<file path="src/rtl/c816pd_pkg.sv">
// Package for the 65816 instruction predecoder: mnemonic and mode codes,
// mode length table and the 256-entry opcode decode function.
// No dependencies.
package c816pd_pkg;

  typedef enum logic [6:0] {
    N_ADC, N_AND, N_ASL, N_BCC, N_BCS, N_BEQ, N_BIT, N_BMI, N_BNE, N_BPL,
    N_BRA, N_BRK, N_BRL, N_BVC, N_BVS, N_CLC, N_CLD, N_CLI, N_CLV, N_CMP,
    N_COP, N_CPX, N_CPY, N_DEC, N_DEX, N_DEY, N_EOR, N_INC, N_INX, N_INY,
    N_JMP, N_JSL, N_JSR, N_LDA, N_LDX, N_LDY, N_LSR, N_MVN, N_MVP, N_NOP,
    N_ORA, N_PEA, N_PEI, N_PER, N_PHA, N_PHB, N_PHD, N_PHK, N_PHP, N_PHX,
    N_PHY, N_PLA, N_PLB, N_PLD, N_PLP, N_PLX, N_PLY, N_REP, N_ROL, N_ROR,
    N_RTI, N_RTL, N_RTS, N_SBC, N_SEC, N_SED, N_SEI, N_SEP, N_STA, N_STP,
    N_STX, N_STY, N_STZ, N_TAX, N_TAY, N_TCD, N_TCS, N_TDC, N_TRB, N_TSB,
    N_TSC, N_TSX, N_TXA, N_TXS, N_TXY, N_TYA, N_TYX, N_WAI, N_WDM, N_XBA,
    N_XCE
  } mnem_t;

  typedef enum logic [4:0] {
    A_DP, A_DPX, A_DIX, A_DPY, A_DIY, A_DLY, A_DI, A_DL, A_AB, A_ABX, A_ABY,
    A_AI, A_AL, A_ALX, A_AIL, A_AIX, A_IM, A_SR, A_SRY, A_IMP, A_BM,
    A_RL8, A_RL16
  } amode_t;

  typedef struct packed {
    mnem_t  mn;
    amode_t md;
  } op_entry_t;

  // Decoded item travelling from decode stage to output register
  typedef struct packed {
    logic [6:0]  mn;
    logic [4:0]  md;
    logic [2:0]  len;
    logic [23:0] val;
    logic        wide;
  } pd_result_t;

  function automatic logic [2:0] mode_len(input amode_t md);
    logic [2:0] l;
    unique case (md)
      A_AB, A_ABX, A_ABY, A_AI, A_AIL, A_AIX, A_BM, A_RL16: l = 3'd3;
      A_AL, A_ALX:                                          l = 3'd4;
      A_IMP:                                                l = 3'd1;
      default:                                              l = 3'd2;
    endcase
    return l;
  endfunction

  function automatic op_entry_t op_decode(input logic [7:0] opc);
    op_entry_t e;
    unique case (opc)
      8'h00: e = '{N_BRK,A_DP};  8'h01: e = '{N_ORA,A_DIX}; 8'h02: e = '{N_COP,A_DP};
      8'h03: e = '{N_ORA,A_SR};  8'h04: e = '{N_TSB,A_DP};  8'h05: e = '{N_ORA,A_DP};
      8'h06: e = '{N_ASL,A_DP};  8'h07: e = '{N_ORA,A_DL};  8'h08: e = '{N_PHP,A_IMP};
      8'h09: e = '{N_ORA,A_IM};  8'h0A: e = '{N_ASL,A_IMP}; 8'h0B: e = '{N_PHD,A_IMP};
      8'h0C: e = '{N_TSB,A_AB};  8'h0D: e = '{N_ORA,A_AB};  8'h0E: e = '{N_ASL,A_AB};
      8'h0F: e = '{N_ORA,A_AL};
      8'h10: e = '{N_BPL,A_RL8}; 8'h11: e = '{N_ORA,A_DIY}; 8'h12: e = '{N_ORA,A_DI};
      8'h13: e = '{N_ORA,A_SRY}; 8'h14: e = '{N_TRB,A_DP};  8'h15: e = '{N_ORA,A_DPX};
      8'h16: e = '{N_ASL,A_DPX}; 8'h17: e = '{N_ORA,A_DLY}; 8'h18: e = '{N_CLC,A_IMP};
      8'h19: e = '{N_ORA,A_ABY}; 8'h1A: e = '{N_INC,A_IMP}; 8'h1B: e = '{N_TCS,A_IMP};
      8'h1C: e = '{N_TRB,A_AB};  8'h1D: e = '{N_ORA,A_ABX}; 8'h1E: e = '{N_ASL,A_ABX};
      8'h1F: e = '{N_ORA,A_ALX};
      8'h20: e = '{N_JSR,A_AB};  8'h21: e = '{N_AND,A_DIX}; 8'h22: e = '{N_JSL,A_AL};
      8'h23: e = '{N_AND,A_SR};  8'h24: e = '{N_BIT,A_DP};  8'h25: e = '{N_AND,A_DP};
      8'h26: e = '{N_ROL,A_DP};  8'h27: e = '{N_AND,A_DL};  8'h28: e = '{N_PLP,A_IMP};
      8'h29: e = '{N_AND,A_IM};  8'h2A: e = '{N_ROL,A_IMP}; 8'h2B: e = '{N_PLD,A_IMP};
      8'h2C: e = '{N_BIT,A_AB};  8'h2D: e = '{N_AND,A_AB};  8'h2E: e = '{N_ROL,A_AB};
      8'h2F: e = '{N_AND,A_AL};
      8'h30: e = '{N_BMI,A_RL8}; 8'h31: e = '{N_AND,A_DIY}; 8'h32: e = '{N_AND,A_DI};
      8'h33: e = '{N_AND,A_SRY}; 8'h34: e = '{N_BIT,A_DPX}; 8'h35: e = '{N_AND,A_DPX};
      8'h36: e = '{N_ROL,A_DPX}; 8'h37: e = '{N_AND,A_DLY}; 8'h38: e = '{N_SEC,A_IMP};
      8'h39: e = '{N_AND,A_ABY}; 8'h3A: e = '{N_DEC,A_IMP}; 8'h3B: e = '{N_TSC,A_IMP};
      8'h3C: e = '{N_BIT,A_ABX}; 8'h3D: e = '{N_AND,A_ABX}; 8'h3E: e = '{N_ROL,A_ABX};
      8'h3F: e = '{N_AND,A_ALX};
      8'h40: e = '{N_RTI,A_IMP}; 8'h41: e = '{N_EOR,A_DIX}; 8'h42: e = '{N_WDM,A_IM};
      8'h43: e = '{N_EOR,A_SR};  8'h44: e = '{N_MVP,A_BM};  8'h45: e = '{N_EOR,A_DP};
      8'h46: e = '{N_LSR,A_DP};  8'h47: e = '{N_EOR,A_DL};  8'h48: e = '{N_PHA,A_IMP};
      8'h49: e = '{N_EOR,A_IM};  8'h4A: e = '{N_LSR,A_IMP}; 8'h4B: e = '{N_PHK,A_IMP};
      8'h4C: e = '{N_JMP,A_AB};  8'h4D: e = '{N_EOR,A_AB};  8'h4E: e = '{N_LSR,A_AB};
      8'h4F: e = '{N_EOR,A_AL};
      8'h50: e = '{N_BVC,A_RL8}; 8'h51: e = '{N_EOR,A_DIY}; 8'h52: e = '{N_EOR,A_DI};
      8'h53: e = '{N_EOR,A_SRY}; 8'h54: e = '{N_MVN,A_BM};  8'h55: e = '{N_EOR,A_DPX};
      8'h56: e = '{N_LSR,A_DPX}; 8'h57: e = '{N_EOR,A_DLY}; 8'h58: e = '{N_CLI,A_IMP};
      8'h59: e = '{N_EOR,A_ABY}; 8'h5A: e = '{N_PHY,A_IMP}; 8'h5B: e = '{N_TCD,A_IMP};
      8'h5C: e = '{N_JMP,A_AL};  8'h5D: e = '{N_EOR,A_ABX}; 8'h5E: e = '{N_LSR,A_ABX};
      8'h5F: e = '{N_EOR,A_ALX};
      8'h60: e = '{N_RTS,A_IMP}; 8'h61: e = '{N_ADC,A_DIX}; 8'h62: e = '{N_PER,A_AB};
      8'h63: e = '{N_ADC,A_SR};  8'h64: e = '{N_STZ,A_DP};  8'h65: e = '{N_ADC,A_DP};
      8'h66: e = '{N_ROR,A_DP};  8'h67: e = '{N_ADC,A_DL};  8'h68: e = '{N_PLA,A_IMP};
      8'h69: e = '{N_ADC,A_IM};  8'h6A: e = '{N_ROR,A_IMP}; 8'h6B: e = '{N_RTL,A_IMP};
      8'h6C: e = '{N_JMP,A_AI};  8'h6D: e = '{N_ADC,A_AB};  8'h6E: e = '{N_ROR,A_AB};
      8'h6F: e = '{N_ADC,A_AL};
      8'h70: e = '{N_BVS,A_RL8}; 8'h71: e = '{N_ADC,A_DIY}; 8'h72: e = '{N_ADC,A_DI};
      8'h73: e = '{N_ADC,A_SRY}; 8'h74: e = '{N_STZ,A_DPX}; 8'h75: e = '{N_ADC,A_DPX};
      8'h76: e = '{N_ROR,A_DPX}; 8'h77: e = '{N_ADC,A_DLY}; 8'h78: e = '{N_SEI,A_IMP};
      8'h79: e = '{N_ADC,A_ABY}; 8'h7A: e = '{N_PLY,A_IMP}; 8'h7B: e = '{N_TDC,A_IMP};
      8'h7C: e = '{N_JMP,A_AIX}; 8'h7D: e = '{N_ADC,A_ABX}; 8'h7E: e = '{N_ROR,A_ABX};
      8'h7F: e = '{N_ADC,A_ALX};
      8'h80: e = '{N_BRA,A_RL8}; 8'h81: e = '{N_STA,A_DIX}; 8'h82: e = '{N_BRL,A_RL16};
      8'h83: e = '{N_STA,A_SR};  8'h84: e = '{N_STY,A_DP};  8'h85: e = '{N_STA,A_DP};
      8'h86: e = '{N_STX,A_DP};  8'h87: e = '{N_STA,A_DL};  8'h88: e = '{N_DEY,A_IMP};
      8'h89: e = '{N_BIT,A_IM};  8'h8A: e = '{N_TXA,A_IMP}; 8'h8B: e = '{N_PHB,A_IMP};
      8'h8C: e = '{N_STY,A_AB};  8'h8D: e = '{N_STA,A_AB};  8'h8E: e = '{N_STX,A_AB};
      8'h8F: e = '{N_STA,A_AL};
      8'h90: e = '{N_BCC,A_RL8}; 8'h91: e = '{N_STA,A_DIY}; 8'h92: e = '{N_STA,A_DI};
      8'h93: e = '{N_STA,A_SRY}; 8'h94: e = '{N_STY,A_DPX}; 8'h95: e = '{N_STA,A_DPX};
      8'h96: e = '{N_STX,A_DPY}; 8'h97: e = '{N_STA,A_DLY}; 8'h98: e = '{N_TYA,A_IMP};
      8'h99: e = '{N_STA,A_ABY}; 8'h9A: e = '{N_TXS,A_IMP}; 8'h9B: e = '{N_TXY,A_IMP};
      8'h9C: e = '{N_STZ,A_AB};  8'h9D: e = '{N_STA,A_ABX}; 8'h9E: e = '{N_STZ,A_ABX};
      8'h9F: e = '{N_STA,A_ALX};
      8'hA0: e = '{N_LDY,A_IM};  8'hA1: e = '{N_LDA,A_DIX}; 8'hA2: e = '{N_LDX,A_IM};
      8'hA3: e = '{N_LDA,A_SR};  8'hA4: e = '{N_LDY,A_DP};  8'hA5: e = '{N_LDA,A_DP};
      8'hA6: e = '{N_LDX,A_DP};  8'hA7: e = '{N_LDA,A_DL};  8'hA8: e = '{N_TAY,A_IMP};
      8'hA9: e = '{N_LDA,A_IM};  8'hAA: e = '{N_TAX,A_IMP}; 8'hAB: e = '{N_PLB,A_IMP};
      8'hAC: e = '{N_LDY,A_AB};  8'hAD: e = '{N_LDA,A_AB};  8'hAE: e = '{N_LDX,A_AB};
      8'hAF: e = '{N_LDA,A_AL};
      8'hB0: e = '{N_BCS,A_RL8}; 8'hB1: e = '{N_LDA,A_DIY}; 8'hB2: e = '{N_LDA,A_DI};
      8'hB3: e = '{N_LDA,A_SRY}; 8'hB4: e = '{N_LDY,A_DPX}; 8'hB5: e = '{N_LDA,A_DPX};
      8'hB6: e = '{N_LDX,A_DPY}; 8'hB7: e = '{N_LDA,A_DLY}; 8'hB8: e = '{N_CLV,A_IMP};
      8'hB9: e = '{N_LDA,A_ABY}; 8'hBA: e = '{N_TSX,A_IMP}; 8'hBB: e = '{N_TYX,A_IMP};
      8'hBC: e = '{N_LDY,A_ABX}; 8'hBD: e = '{N_LDA,A_ABX}; 8'hBE: e = '{N_LDX,A_ABY};
      8'hBF: e = '{N_LDA,A_ALX};
      8'hC0: e = '{N_CPY,A_IM};  8'hC1: e = '{N_CMP,A_DIX}; 8'hC2: e = '{N_REP,A_IM};
      8'hC3: e = '{N_CMP,A_SR};  8'hC4: e = '{N_CPY,A_DP};  8'hC5: e = '{N_CMP,A_DP};
      8'hC6: e = '{N_DEC,A_DP};  8'hC7: e = '{N_CMP,A_DL};  8'hC8: e = '{N_INY,A_IMP};
      8'hC9: e = '{N_CMP,A_IM};  8'hCA: e = '{N_DEX,A_IMP}; 8'hCB: e = '{N_WAI,A_IMP};
      8'hCC: e = '{N_CPY,A_AB};  8'hCD: e = '{N_CMP,A_AB};  8'hCE: e = '{N_DEC,A_AB};
      8'hCF: e = '{N_CMP,A_AL};
      8'hD0: e = '{N_BNE,A_RL8}; 8'hD1: e = '{N_CMP,A_DIY}; 8'hD2: e = '{N_CMP,A_DI};
      8'hD3: e = '{N_CMP,A_SRY}; 8'hD4: e = '{N_PEI,A_DI};  8'hD5: e = '{N_CMP,A_DPX};
      8'hD6: e = '{N_DEC,A_DPX}; 8'hD7: e = '{N_CMP,A_DLY}; 8'hD8: e = '{N_CLD,A_IMP};
      8'hD9: e = '{N_CMP,A_ABY}; 8'hDA: e = '{N_PHX,A_IMP}; 8'hDB: e = '{N_STP,A_IMP};
      8'hDC: e = '{N_JMP,A_AIL}; 8'hDD: e = '{N_CMP,A_ABX}; 8'hDE: e = '{N_DEC,A_ABX};
      8'hDF: e = '{N_CMP,A_ALX};
      8'hE0: e = '{N_CPX,A_IM};  8'hE1: e = '{N_SBC,A_DIX}; 8'hE2: e = '{N_SEP,A_IM};
      8'hE3: e = '{N_SBC,A_SR};  8'hE4: e = '{N_CPX,A_DP};  8'hE5: e = '{N_SBC,A_DP};
      8'hE6: e = '{N_INC,A_DP};  8'hE7: e = '{N_SBC,A_DL};  8'hE8: e = '{N_INX,A_IMP};
      8'hE9: e = '{N_SBC,A_IM};  8'hEA: e = '{N_NOP,A_IMP}; 8'hEB: e = '{N_XBA,A_IMP};
      8'hEC: e = '{N_CPX,A_AB};  8'hED: e = '{N_SBC,A_AB};  8'hEE: e = '{N_INC,A_AB};
      8'hEF: e = '{N_SBC,A_AL};
      8'hF0: e = '{N_BEQ,A_RL8}; 8'hF1: e = '{N_SBC,A_DIY}; 8'hF2: e = '{N_SBC,A_DI};
      8'hF3: e = '{N_SBC,A_SRY}; 8'hF4: e = '{N_PEA,A_AB};  8'hF5: e = '{N_SBC,A_DPX};
      8'hF6: e = '{N_INC,A_DPX}; 8'hF7: e = '{N_SBC,A_DLY}; 8'hF8: e = '{N_SED,A_IMP};
      8'hF9: e = '{N_SBC,A_ABY}; 8'hFA: e = '{N_PLX,A_IMP}; 8'hFB: e = '{N_XCE,A_IMP};
      8'hFC: e = '{N_JSR,A_AIX}; 8'hFD: e = '{N_SBC,A_ABX}; 8'hFE: e = '{N_INC,A_ABX};
      default: e = '{N_SBC,A_ALX};
    endcase
    return e;
  endfunction

endpackage

</file>
<file path="src/rtl/c816pd_decode.sv">
// Decode logic: table lookup, length, immediate widening and branch targets.
// Depends on c816pd_pkg.
module c816pd_decode (
  input  logic [7:0]             opcode_byte,
  input  logic [7:0]             byte_one,
  input  logic [7:0]             byte_two,
  input  logic [7:0]             byte_three,
  input  logic [15:0]            pc,
  input  logic [7:0]             bank,
  input  logic                   e_flag,
  input  logic                   m_flag,
  input  logic                   x_flag,
  output c816pd_pkg::pd_result_t res
);

  c816pd_pkg::op_entry_t ent;
  logic [15:0] word;
  logic [15:0] off8;
  logic [15:0] br8;
  logic [15:0] br16;
  logic        xcls;
  logic        fixed_w;

  // Table lookup and branch adders
  always_comb begin
    ent  = c816pd_pkg::op_decode(opcode_byte);
    word = {byte_two, byte_one};
    off8 = {{8{byte_one[7]}}, byte_one};
    br8  = pc + 16'd2 + off8;
    br16 = pc + 16'd3 + word;
    xcls = (ent.mn == c816pd_pkg::N_LDX) || (ent.mn == c816pd_pkg::N_LDY) ||
           (ent.mn == c816pd_pkg::N_CPX) || (ent.mn == c816pd_pkg::N_CPY);
    fixed_w = (ent.mn == c816pd_pkg::N_WDM) || (ent.mn == c816pd_pkg::N_REP) ||
              (ent.mn == c816pd_pkg::N_SEP);
  end

  // Result assembly
  always_comb begin
    res.mn   = ent.mn;
    res.md   = ent.md;
    res.len  = c816pd_pkg::mode_len(ent.md);
    res.val  = 24'd0;
    res.wide = 1'b0;
    unique case (res.len)
      3'd2: begin
        res.val = {16'd0, byte_one};
        if (ent.md == c816pd_pkg::A_RL8) begin
          res.val = {bank, br8};
        end else if (ent.md == c816pd_pkg::A_IM && !e_flag && !fixed_w &&
                     ((xcls && !x_flag) || (!xcls && !m_flag))) begin
          res.val  = {8'd0, word};
          res.len  = 3'd3;
          res.wide = 1'b1;
        end
      end
      3'd3: begin
        if (ent.md == c816pd_pkg::A_RL16 || ent.mn == c816pd_pkg::N_PER) begin
          res.val = {bank, br16};
        end else begin
          res.val = {8'd0, word};
        end
      end
      3'd4: res.val = {byte_three, word};
      default: res.val = 24'd0;
    endcase
  end

endmodule

</file>
<file path="src/rtl/cpu65816_instruction_predecoder.sv">
// 65816 instruction predecoder: one decode stage into an output register
// with a skid register. Depends on c816pd_pkg and c816pd_decode.
//
// Takes one instruction window per cycle while in_tready is high and gives
// its mnemonic, addressing mode, length and operand from the output register.
// Throughput is one item per cycle while the sink keeps up, set by the single
// registered decode stage. A skid register takes one item while the output
// stalls, so no request is lost while the sink holds off.
module cpu65816_instruction_predecoder (
  input  logic        clk,
  input  logic        rst_n,
  input  logic        in_tvalid,
  output logic        in_tready,
  // tdata: opcode_byte, operand_byte_one, operand_byte_two,
  //        operand_byte_three, program_counter, program_bank
  input  logic [55:0] in_tdata,
  // tuser: emulation_flag, memory_width_flag, index_width_flag
  input  logic [2:0]  in_tuser,
  output logic        out_tvalid,
  input  logic        out_tready,
  // tdata: mnemonic_index, address_mode, instruction_length,
  //        operand_value, wide_immediate, zero pad
  output logic [47:0] out_tdata
);

  c816pd_pkg::pd_result_t dec;
  c816pd_pkg::pd_result_t out_r, skid_r;
  logic out_vld_r, skid_vld_r;
  logic in_acc, out_acc;

  c816pd_decode u_dec (
    .opcode_byte (in_tdata[7:0]),
    .byte_one    (in_tdata[15:8]),
    .byte_two    (in_tdata[23:16]),
    .byte_three  (in_tdata[31:24]),
    .pc          (in_tdata[47:32]),
    .bank        (in_tdata[55:48]),
    .e_flag      (in_tuser[0]),
    .m_flag      (in_tuser[1]),
    .x_flag      (in_tuser[2]),
    .res         (dec)
  );

  assign in_tready  = !skid_vld_r;
  assign in_acc     = in_tvalid && in_tready;
  assign out_tvalid = out_vld_r;
  assign out_acc    = out_vld_r && out_tready;
  assign out_tdata  = {8'd0, out_r.wide, out_r.val, out_r.len, out_r.md, out_r.mn};

  // Output and skid control
  always_ff @(posedge clk) begin
    if (!rst_n) begin
      out_vld_r  <= 1'b0;
      skid_vld_r <= 1'b0;
    end else begin
      if (!out_vld_r || out_acc) begin
        out_vld_r  <= skid_vld_r || in_acc;
        skid_vld_r <= 1'b0;
      end else if (in_acc) begin
        skid_vld_r <= 1'b1;
      end
    end
  end

  // Payload
  always_ff @(posedge clk) begin
    if (!out_vld_r || out_acc) begin
      out_r <= skid_vld_r ? skid_r : dec;
    end
    if (in_acc && out_vld_r && !out_acc) begin
      skid_r <= dec;
    end
  end

  // Skid only fills while the output is stalled
  a_skid_needs_out: assert property (@(posedge clk) disable iff (!rst_n)
    skid_vld_r |-> out_vld_r) else $error("skid full with output empty");
  // An accepted item shows at the output next cycle when nothing stalls
  a_latency: assert property (@(posedge clk) disable iff (!rst_n)
    (in_acc && (!out_vld_r || out_acc)) |=> out_vld_r)
    else $error("accepted item missing");
  // A stalled result holds its value
  a_hold: assert property (@(posedge clk) disable iff (!rst_n)
    (out_vld_r && !out_tready) |=> $stable(out_tdata))
    else $error("stalled result changed");

endmodule
</file>
<file path="config.mk">
export PLATFORM = sky130hd
export DESIGN_NAME = cpu65816_instruction_predecoder
export DESIGN_NICKNAME = d
export VERILOG_FILES = /design/src/rtl/c816pd_pkg.sv /design/src/rtl/c816pd_decode.sv /design/src/rtl/cpu65816_instruction_predecoder.sv
export SDC_FILE = /design/constraint.sdc
export NUM_CORES = 1
export LEC_CHECK = 0
export ABC_AREA = 1
export BUFFER_PORTS_ARGS = -buffer_cell sky130_fd_sc_hd__buf_2
export CAP_MARGIN = 20
export CORE_MARGIN = 2
export CORE_UTILIZATION = 34
export DETAILED_ROUTE_END_ITERATION = 8
export RECOVER_POWER = 25
export SETUP_SLACK_MARGIN = 0.02
export SYNTH_ARGS = -nofsm -noshare
export SYNTH_HDL_FRONTEND = slang
export SYNTH_HIERARCHICAL = 1
export SYNTH_SLANG_ARGS = --single-unit
</file>
<file path="constraint.sdc">
create_clock -name clk -period 11.89 [get_ports clk]
set_input_delay 1.7835 -clock clk [delete_from_list [all_inputs] [get_ports clk]]
set_output_delay 1.7835 -clock clk [all_outputs]
set_load 0.005 [all_outputs]
</file>
Word-level counts from Yosys, hierarchy flattened
Memories as Yosys holds them, arrays and structs flattened. Cells that the tools add are included.

Add/sub/neg operators: 4. $mul: 0. Divide/modulo/power cells: 0. Magnitude comparators: 0. Equality and inequality tests: 14. Shifts and indexed selects: 0. Mux-type cells: 9. Bitwise logic cells: 1. Reductions and logical operators: 27.

Operator list (count): $pmux 24 s3 (1); $mux 24 (2); $mux 40 (1); $add 16x16->16 (2); $add 16x2->16 const B (2); $eq 7x6->1 const B (4); $mux 28 (1); $eq 5x5->1 const B (3); $eq 7x5->1 const B (2); $eq 7x7->1 const B (2); $logic_and 1x1->1 (9); $logic_or 1x1->1 (9); $logic_not 1->1 (8); $eq 3x2->1 const B (2); $mux 3 (2); $eq 3x3->1 const B (1); $mux 1 (2); $reduce_or 2->1 (1); $not 1->1 (1).

Register bits: 82. Latch bits: 0. Bits in writable memories: 0. Bits in read-only memories: 3168. Input bits: 63. Output and inout bits: 50. Logic and storage cells: 69. Memories kept: 2.

Memories: (no name shown) (words 256, bits a word 12, read ports 1, clocked after Yosys merged registers in 0, write ports 0, RTL line c816pd_pkg.sv:52) `unique case (opc)`; (no name shown) (words 32, bits a word 3, read ports 1, clocked after Yosys merged registers in 0, write ports 0, RTL line c816pd_pkg.sv:41) `unique case (md)`.

Longest topological paths before layout
Gate-level depths: netlist (run 1). An unclocked memory read counts as a cell.

Depth after elaboration: 13. Depth in mapped cells: 25.

Modules after synthesis
The synthesis (run 1) kept the hierarchy.

Modules (own cells, without submodules): c816pd_decode (instances 1, cells each 964, area an instance 5087.4 um^2, sequential area each 0.0 um^2); cpu65816_instruction_predecoder (instances 1, cells each 230, area an instance 3159.3 um^2, sequential area each 2442.3 um^2).

Worst setup path after synthesis (run 1)
No wires, ideal clock.

Path type: input to register. Start point: input port out_tready. End point: register skid_r[0] (netlist bit), enable pin. Arrival: 4.546 ns. Slack: 6.906 ns. Stages on the path: 3. Path buffers: 0. Cell sequence: inv_1 nand2_1 nor2_1.

Cells in the longest elaborated chain, start to end: 3.

RTL lines: start: declaration (RTL line cpu65816_instruction_predecoder.sv:20) `input logic out_tready,`; $logic_and 1x1->1 (RTL line cpu65816_instruction_predecoder.sv:47) `assign out_acc = out_vld_r && out_tready;`; $logic_not 1->1 (RTL line cpu65816_instruction_predecoder.sv:70) `if (in_acc && out_vld_r && !out_acc) begin`; $logic_and 1x1->1 (RTL line cpu65816_instruction_predecoder.sv:70); end signal: assignment (RTL line cpu65816_instruction_predecoder.sv:71) `skid_r <= dec;`; end: declaration (RTL line cpu65816_instruction_predecoder.sv:27) `c816pd_pkg::pd_result_t out_r, skid_r;`.

No other way between the ends. A chain may end at the register's enable or synchronous reset.

==> impl_metrics.py, run 1 <==
metrics = {
    "sta": {
        "fin_tns_setup_ns": 0,
        "timing.final.setup_violations": 0,
        "drv_slew": 42,
        "hold_viol": 0,
        "worst-slew-pin-transition_ns": 1.80,
        "fin_crit_sh_pct": 47.6,
        "rsz0062_at_grt": "no",
        "setup_ws_ns": 6.23,
        "hold_slack_ns": 0.502,
        "min_period_ns": 5.66,
        "skew_ns": 0.00452,
        "slew_headroom_pct": -20.1,
        "max_freq_mhz": 177,
    },
    "routing": {
        "avgRoutedWirePerCell_um": 16.3,
        "routed_via_density": 5.11,
        "drc": 0,
        "drt_iter0_markers": 895,
        "drtAntennaViolNets": 0,
        "dr.pass1.iters": 7,
        "routed_wl_um": 25800,
        "dr_total_vias": 8087,
    },
    "clocking": {
        "clk_pin_slew_ns": 0.05,
        "clockRootBuffer": "clkbuf_16",
        "post_cts_buffers": 0,
        "cts_tree": "built",
        "clock_sinks": 82,
        "clk_latency_ns": 0.32,
        "cts_resized": 0,
        "h-tree-depth": 3,
        "clk_path_buf_depth": 2,
        "postCtsHoldBufs": 0,
        "numCtsBuffers": 9,
    },
    "worst_hold_path": {
        "min_from": "out_tvalid",
        "hp-class": "flip-flop to flip-flop",
    },
    "pwr": {
        "power_frac_comb_pct": 35.8,
        "switching_power_mw": 0.327,
        "seq_power_share_pct": 39.0,
        "clkPwrFrac_pct": 25.2,
        "p_int_mw": 0.600,
        "leakage_nw": 4.44,
        "switching_share_pct": 35.3,
        "vdd_drop_max_mv": 0.0760,
        "powerDensity_nw_per_um2": 103,
    },
    "cells_and_area": {
        "post-route-cell-area_um2": 8990,
        "nets": 1376,
        "instances_no_fill": 1584,
        "drive_gt1_share_pct": 15.3,
        "syn2layout_area_growth_pct": 8.98,
    },
    "global_route": {
        "grtUsageMet2_pct": 28.8,
        "grt_pass1_wl_um": 40400,
        "grt.met3_usage_pct": 3.48,
        "grt_busiest_layer": "met1",
        "met1_usage_pct": 29.3,
        "overflow": 0,
        "grt_usage_pct": 19.6,
        "grt_pass1_vias": 7332,
        "antenna_found_initial": 1,
        "grt_max_degree": 51,
    },
    "placed_design": {
        "gp_congestion": 0.972,
        "place_area_um2": 8770,
        "place_inst": 1568,
        "dpl_worst_slack_ns": 6.02,
        "detailedPlacementHpwl_um": 19700,
        "portBuffers": 104,
    },
    "worst_setup_path": {
        "crit_path_end_kind": "flip-flop",
        "start_kind": "primary input",
        "reg2reg_from": "out_tvalid",
        "critPathKind": "primary input to flip-flop",
        "required_ns": 12.08,
        "crit_start": "in_tdata[4]",
        "worstPathArrival_ns": 5.85,
        "ff2ff_setup_slack_ns": 9.30,
        "path_max_fanout": 37,
    },
    "yosys": {
        "synth_warnings": 6,
        "synth_cell_type_count": 49,
        "syn_inst": 1194,
        "yosys_register_bits": 82,
        "synthArstFlopShare_pct": 0,
        "ys.flop_type": "edfxtp_1",
        "synth_seq_area_share_pct": 29.6,
        "synth_area_per_cell_um2": 6.91,
        "syn_area_um2": 8250,
        "synth_edf_count": 80,
        "synth_top_area_share_pct": 29.1,
        "synth_top_cell_by_area": "edfxtp_1",
        "ys_top_cells_by_area": "edfxtp_1 (29%), nand2_1 (20%), nand3_1 (8.4%)",
    },
    "floorplan": {
        "num_rows": 56,
        "pin_count": 113,
        "die_w_um": 160,
        "core-area_um2": 23600,
        "fp.dieH_um": 160,
        "die_area_um2": 25500,
        "initial_core_util_pct": 34.9,
    },
    "outcome": {
        "violations": "capacitance limit, slew limit",
        "outcome": "finished, violations left",
    },
    "flow_run": {
        "max_cap_viol_count": 1,
    },
}
-- power groups by stage --
stage / combinational (mW) / sequential, mW / clock [mW]
detailed placement: 0.330 / 0.367 / 0
finish: 0.332 / 0.361 / 0.234
CTS: 0.332 / 0.361 / 0.243
floorplan: 0.230 / 0.370 / 0
global placement: 0.332 / 0.366 / 0
global route: 0.371 / 0.364 / 0.253
-- per-layer routing --
| metal | vias to the layer above | part of all wire [%] |
|---|---|---|
| li1 | 4057 | - |
| met1 | 3614 | 48 |
| met2 | 384 | 42 |
| met3 | 32 | 8.9 |
| met4 | 0 | 1.5 |
| met5 | - | 0 |
-- synth_stat cells, drive strengths merged (4+ instances only) --
cell	instances
xnor2	9
or2	4
nand3	146
edfxtp	80
a21oi	53
nor3	7
ha	51
buf	50
xor2	12
nor2	110
nand4	25
o21ai	35
nand2	477
o211ai	10
inv	91
clkbuf	9
o31ai	4
-- flip-flops by register name, summed over array words and instances, names as in the netlist --
register and cells:
out_tvalid 1, skid_vld_r 1, out_tdata 40, skid_r 40
-- path summary, 6_finish.rpt --
| check | endpoint | cells past startpoint |
|---|---|---|
| min reg2reg | skid_vld_r | 2 |
| min | skid_vld_r | 2 |
| max | out_tdata[34] | 17 |
| max reg2reg | skid_r[19] | 3 |
-- layout make-up --
type | count | area [µm²]
inverter | 91 | 349
sequential | 82 | 2440
tap | 319 | 399
multi-input combinational | 969 | 5030
fill | 2551 | 14600
antenna | 1 | 2.50
clock buffer | 10 | 229
timing repair buffer | 107 | 513
clock inverter | 5 | 22.5
-- logic make-up (layout without fill, tap and decap cells) --
family	Yosys count	after routing	synth area share, %
simple gates	773	773	42.0
fa+ha+maj	53	53	8.22
other cells	1	9	0.0455
flops	82	82	29.6
compound gates	114	114	8.04
xor+xnor	21	21	2.23
buf+inv	150	213	9.80
-- cells in the final DEF (no fill, tap or decap), drive strengths merged, types with 25 or more instances in the layout --
cell type    n
clkbuf      34
nand2      477
nor2       110
inv         91
ha          51
buf         83
nand3      146
edfxtp      80
o21ai       35
a21oi       53
nand4       25
-- metrics by stage --
stage / utilization [%] / total power, mW
2_1_floorplan: - / 0.600
3_3_place_gp: 37.1 / 0.698
3_5_place_dp: 37.1 / 0.697
4_1_cts: 38.2 / 0.935
5_1_grt: 38.1 / 0.988
6_report: 38.1 / 0.927
-- worst max-delay path, stage by stage --
cell and delay (ns):
buf_2 0.57, inv_2 0.47, nor2_1 0.96, nand2_1 0.14, nand2_1 0.10, nor2_1 0.04, nand2_1 0.06, nand2_1 0.11
nand2_2 0.14, nand4_2 0.48, nand2_4 0.39, nand2_1 0.10, nand2_2 0.18, nand2_1 0.08, nand2_1 0.08, nand2_1 0.06
nand2_1 0.09
Note: power is estimated with default switching activity, not from simulation.
==> inputs of run 2 (changes only) <==
--- a/config.mk
+++ b/config.mk
@@ -5,7 +5,7 @@
 export SDC_FILE = /design/constraint.sdc
 export NUM_CORES = 1
 export LEC_CHECK = 0
-export ABC_AREA = 1
+export ABC_AREA = 0
 export BUFFER_PORTS_ARGS = -buffer_cell sky130_fd_sc_hd__buf_2
 export CAP_MARGIN = 20
 export CORE_MARGIN = 2
==> constraint.sdc (replaced) <==
create_clock -name clk -period 5.05 [get_ports clk]
set_input_delay 0.7575 -clock clk [delete_from_list [all_inputs] [get_ports clk]]
set_output_delay 0.7575 -clock clk [all_outputs]
set_load 0.005 [all_outputs]
==> impl_metrics.py, run 2 <==
metrics = {
    "worst_setup_path": {
        "worstPathArrival_ns": 4.68,
        "start_kind": "primary input",
        "required_ns": 5.24,
        "critPathKind": "primary input to flip-flop",
        "path_max_fanout": 11,
        "crit_path_end_kind": "flip-flop",
    },
    "yosys": {
        "ys.flop_type": "edfxtp_1",
        "synth_top_cell_by_area": "edfxtp_1",
        "syn_area_um2": 7770,
        "synth_warnings": 6,
        "synth_most_common_cell": "edfxtp_1",
        "synth_top_area_share_pct": 30.9,
        "synthTopCellsByCount": "edfxtp_1 (80), ha_1 (51), o21ai_0 (49)",
        "synth_seq_area_share_pct": 31.4,
        "synth_cell_type_count": 101,
        "synth_area_per_cell_um2": 9.84,
        "synthArstFlopShare_pct": 0,
        "yosys_register_bits": 82,
        "ys_top_cells_by_area": "edfxtp_1 (31%), ha_1 (8.2%), mux2_4 (7.1%)",
        "synth_edf_count": 80,
        "syn_inst": 790,
    },
    "cells_and_area": {
        "final_cell_mix": "buf_2 (101), edfxtp_1 (80), ha_1 (51), o21ai_0 (49), nor2_1 (48)",
        "syn2layout_area_growth_pct": 13.3,
        "nets": 1001,
        "layout_commonest_cell": "buf_2",
        "instances_no_fill": 1175,
        "drive_gt1_share_pct": 25.0,
    },
    "flow_run": {
        "max_cap_viol_count": 2,
    },
    "pwr": {
        "vdd_drop_max_mv": 0.217,
        "powerDensity_nw_per_um2": 251,
        "switching_share_pct": 29.7,
        "clkPwrFrac_pct": 29.9,
        "switching_power_mw": 0.655,
        "power_frac_comb_pct": 32.5,
        "seq_power_share_pct": 37.6,
        "leakage_nw": 3.55,
        "p_int_mw": 1.55,
    },
    "sta": {
        "fin_tns_setup_ns": 0,
        "fin_crit_sh_pct": 89.0,
        "min_period_ns": 4.50,
        "timing.final.setup_violations": 0,
        "rsz0062_at_grt": "no",
        "max_freq_mhz": 222,
        "drv_slew": 88,
        "worst-slew-pin-transition_ns": 3.31,
        "hold_viol": 0,
        "skew_ns": 0.00345,
        "slew_headroom_pct": -121,
    },
    "routing": {
        "avgRoutedWirePerCell_um": 19.3,
        "dr.pass1.iters": 5,
        "drc": 0,
        "drt_iter0_markers": 899,
        "drtAntennaViolNets": 0,
        "routed_via_density": 5.90,
        "dr_total_vias": 6938,
        "routed_wl_um": 22700,
    },
    "floorplan": {
        "pin_count": 113,
        "die_area_um2": 24100,
        "initial_core_util_pct": 34.5,
        "die_w_um": 155,
        "fp.dieH_um": 155,
        "core-area_um2": 22500,
        "num_rows": 55,
    },
    "clocking": {
        "cts_tree": "built",
        "clock_sinks": 82,
        "clk_pin_slew_ns": 0.06,
        "numCtsBuffers": 9,
        "clk_path_buf_depth": 2,
        "post_cts_buffers": 0,
        "clk_latency_ns": 0.33,
        "h-tree-depth": 3,
        "clockRootBuffer": "clkbuf_16",
        "postCtsHoldBufs": 0,
        "cts_resized": 0,
    },
    "placed_design": {
        "place_inst": 1159,
        "portBuffers": 104,
        "gp_congestion": 1.01,
        "detailedPlacementHpwl_um": 16900,
    },
    "global_route": {
        "grt_pass1_wl_um": 35500,
        "grt_max_degree": 44,
        "grt_pass1_vias": 6467,
        "antenna_found_initial": 1,
        "grt_usage_pct": 18.5,
        "overflow": 0,
    },
    "outcome": {
        "outcome": "finished, violations left",
        "violations": "capacitance limit, slew limit",
    },
    "worst_hold_path": {
        "hp-class": "flip-flop to flip-flop",
    },
}
-- run 2: cell types whose count changed in the layout (fill, tap and decap cells not counted), sizes merged, moves of 24 or more --
cell | before | now
inv | 91 | 37
buf | 83 | 135
nand4 | 25 | 1
o21ai | 35 | 63
nand2 | 477 | 40
nand3 | 146 | 14
nor2 | 110 | 50
mux2 | 0 | 42
-- run 2: area by class of cell --
cell class                      count  area (µm²)
Sequential cell                    82        2440
Inverter                           39         146
Clock inverter                      4        67.6
Tap cell                          285         357
Multi-Input combinational cell    613        4760
Antenna cell                        1        2.50
Timing Repair Buffer              140         792
Clock buffer                       11         233
Fill cell                        2206       13700
-- run 2: path summary, 6_finish.rpt --
check / start / endpoint / slack, ns / cells past startpoint
worst max-delay path: in_tdata[0] / out_tdata[19] / 0.55 / 14
worst min-delay path: skid_r[26] / out_tdata[13] / 0.54 / 1
worst max register to register: skid_vld_r / out_tdata[6] / 1.65 / 2
worst min register to register: skid_r[26] / out_tdata[13] / 0.54 / 1
-- run 2: layer usage --
| metal | vias to the layer above | wire length, µm | global-route usage (%) |
|---|---|---|---|
| li1 | 3231 | - | - |
| met1 | 3198 | 9880 | 26.2 |
| met2 | 433 | 9620 | 27.5 |
| met3 | 76 | 2280 | 3.01 |
| met4 | 0 | 907 | 8.52 |
| met5 | - | 0 | 0 |
-- run 2: cell families (layout without fill, tap and decap cells) --
family / count (synthesis) / count (layout) / synth area share, %
flops: 82 / 82 / 31.4
buf+inv: 102 / 194 / 7.79
compound gates: 280 / 280 / 26.7
mux: 49 / 49 / 8.78
xor+xnor: 21 / 21 / 2.37
simple gates: 202 / 202 / 14.1
fa+ha+maj: 53 / 53 / 8.73
other cells: 1 / 9 / 0.0483
-- run 2: power by group through the flow --
stage | combinational [mW] | clock, mW | sequential (mW)
2_1_floorplan | 0.487 | 0 | 0.849
3_3_place_gp | 0.701 | 0 | 0.842
3_5_place_dp | 0.700 | 0 | 0.844
4_1_cts | 0.704 | 0.679 | 0.830
5_1_grt | 0.780 | 0.707 | 0.836
6_report | 0.717 | 0.660 | 0.830
-- run 2: worst max-delay path: stages --
cell and delay (ns):
buf_2 0.11, inv_1 0.19, ha_1 0.45, nor2b_1 0.26, a2111oi_1 0.12, a211oi_1 0.48
a311o_1 0.20, and3_1 0.33, nand2b_1 0.15, o32a_2 0.36, nor2_1 0.64, a221oi_1 0.23
o2bb2ai_1 0.23, mux2_4 0.17
-- run 2: stage by stage --
step | util (%) | instance area (µm²) | hold slack, ns | power (mW) | setup slack (ns)
2_1_floorplan | - | 7800 | 0.523 | 1.34 | 0.763
3_3_place_gp | 37.8 | 8510 | 0.528 | 1.54 | 0.384
3_5_place_dp | 37.8 | 8510 | 0.534 | 1.54 | 0.292
4_1_cts | 39.2 | 8810 | 0.543 | 2.21 | 0.636
5_1_grt | 39.1 | 8800 | 0.555 | 2.32 | 0.244
6_report | 39.1 | 8800 | 0.543 | 2.21 | 0.554
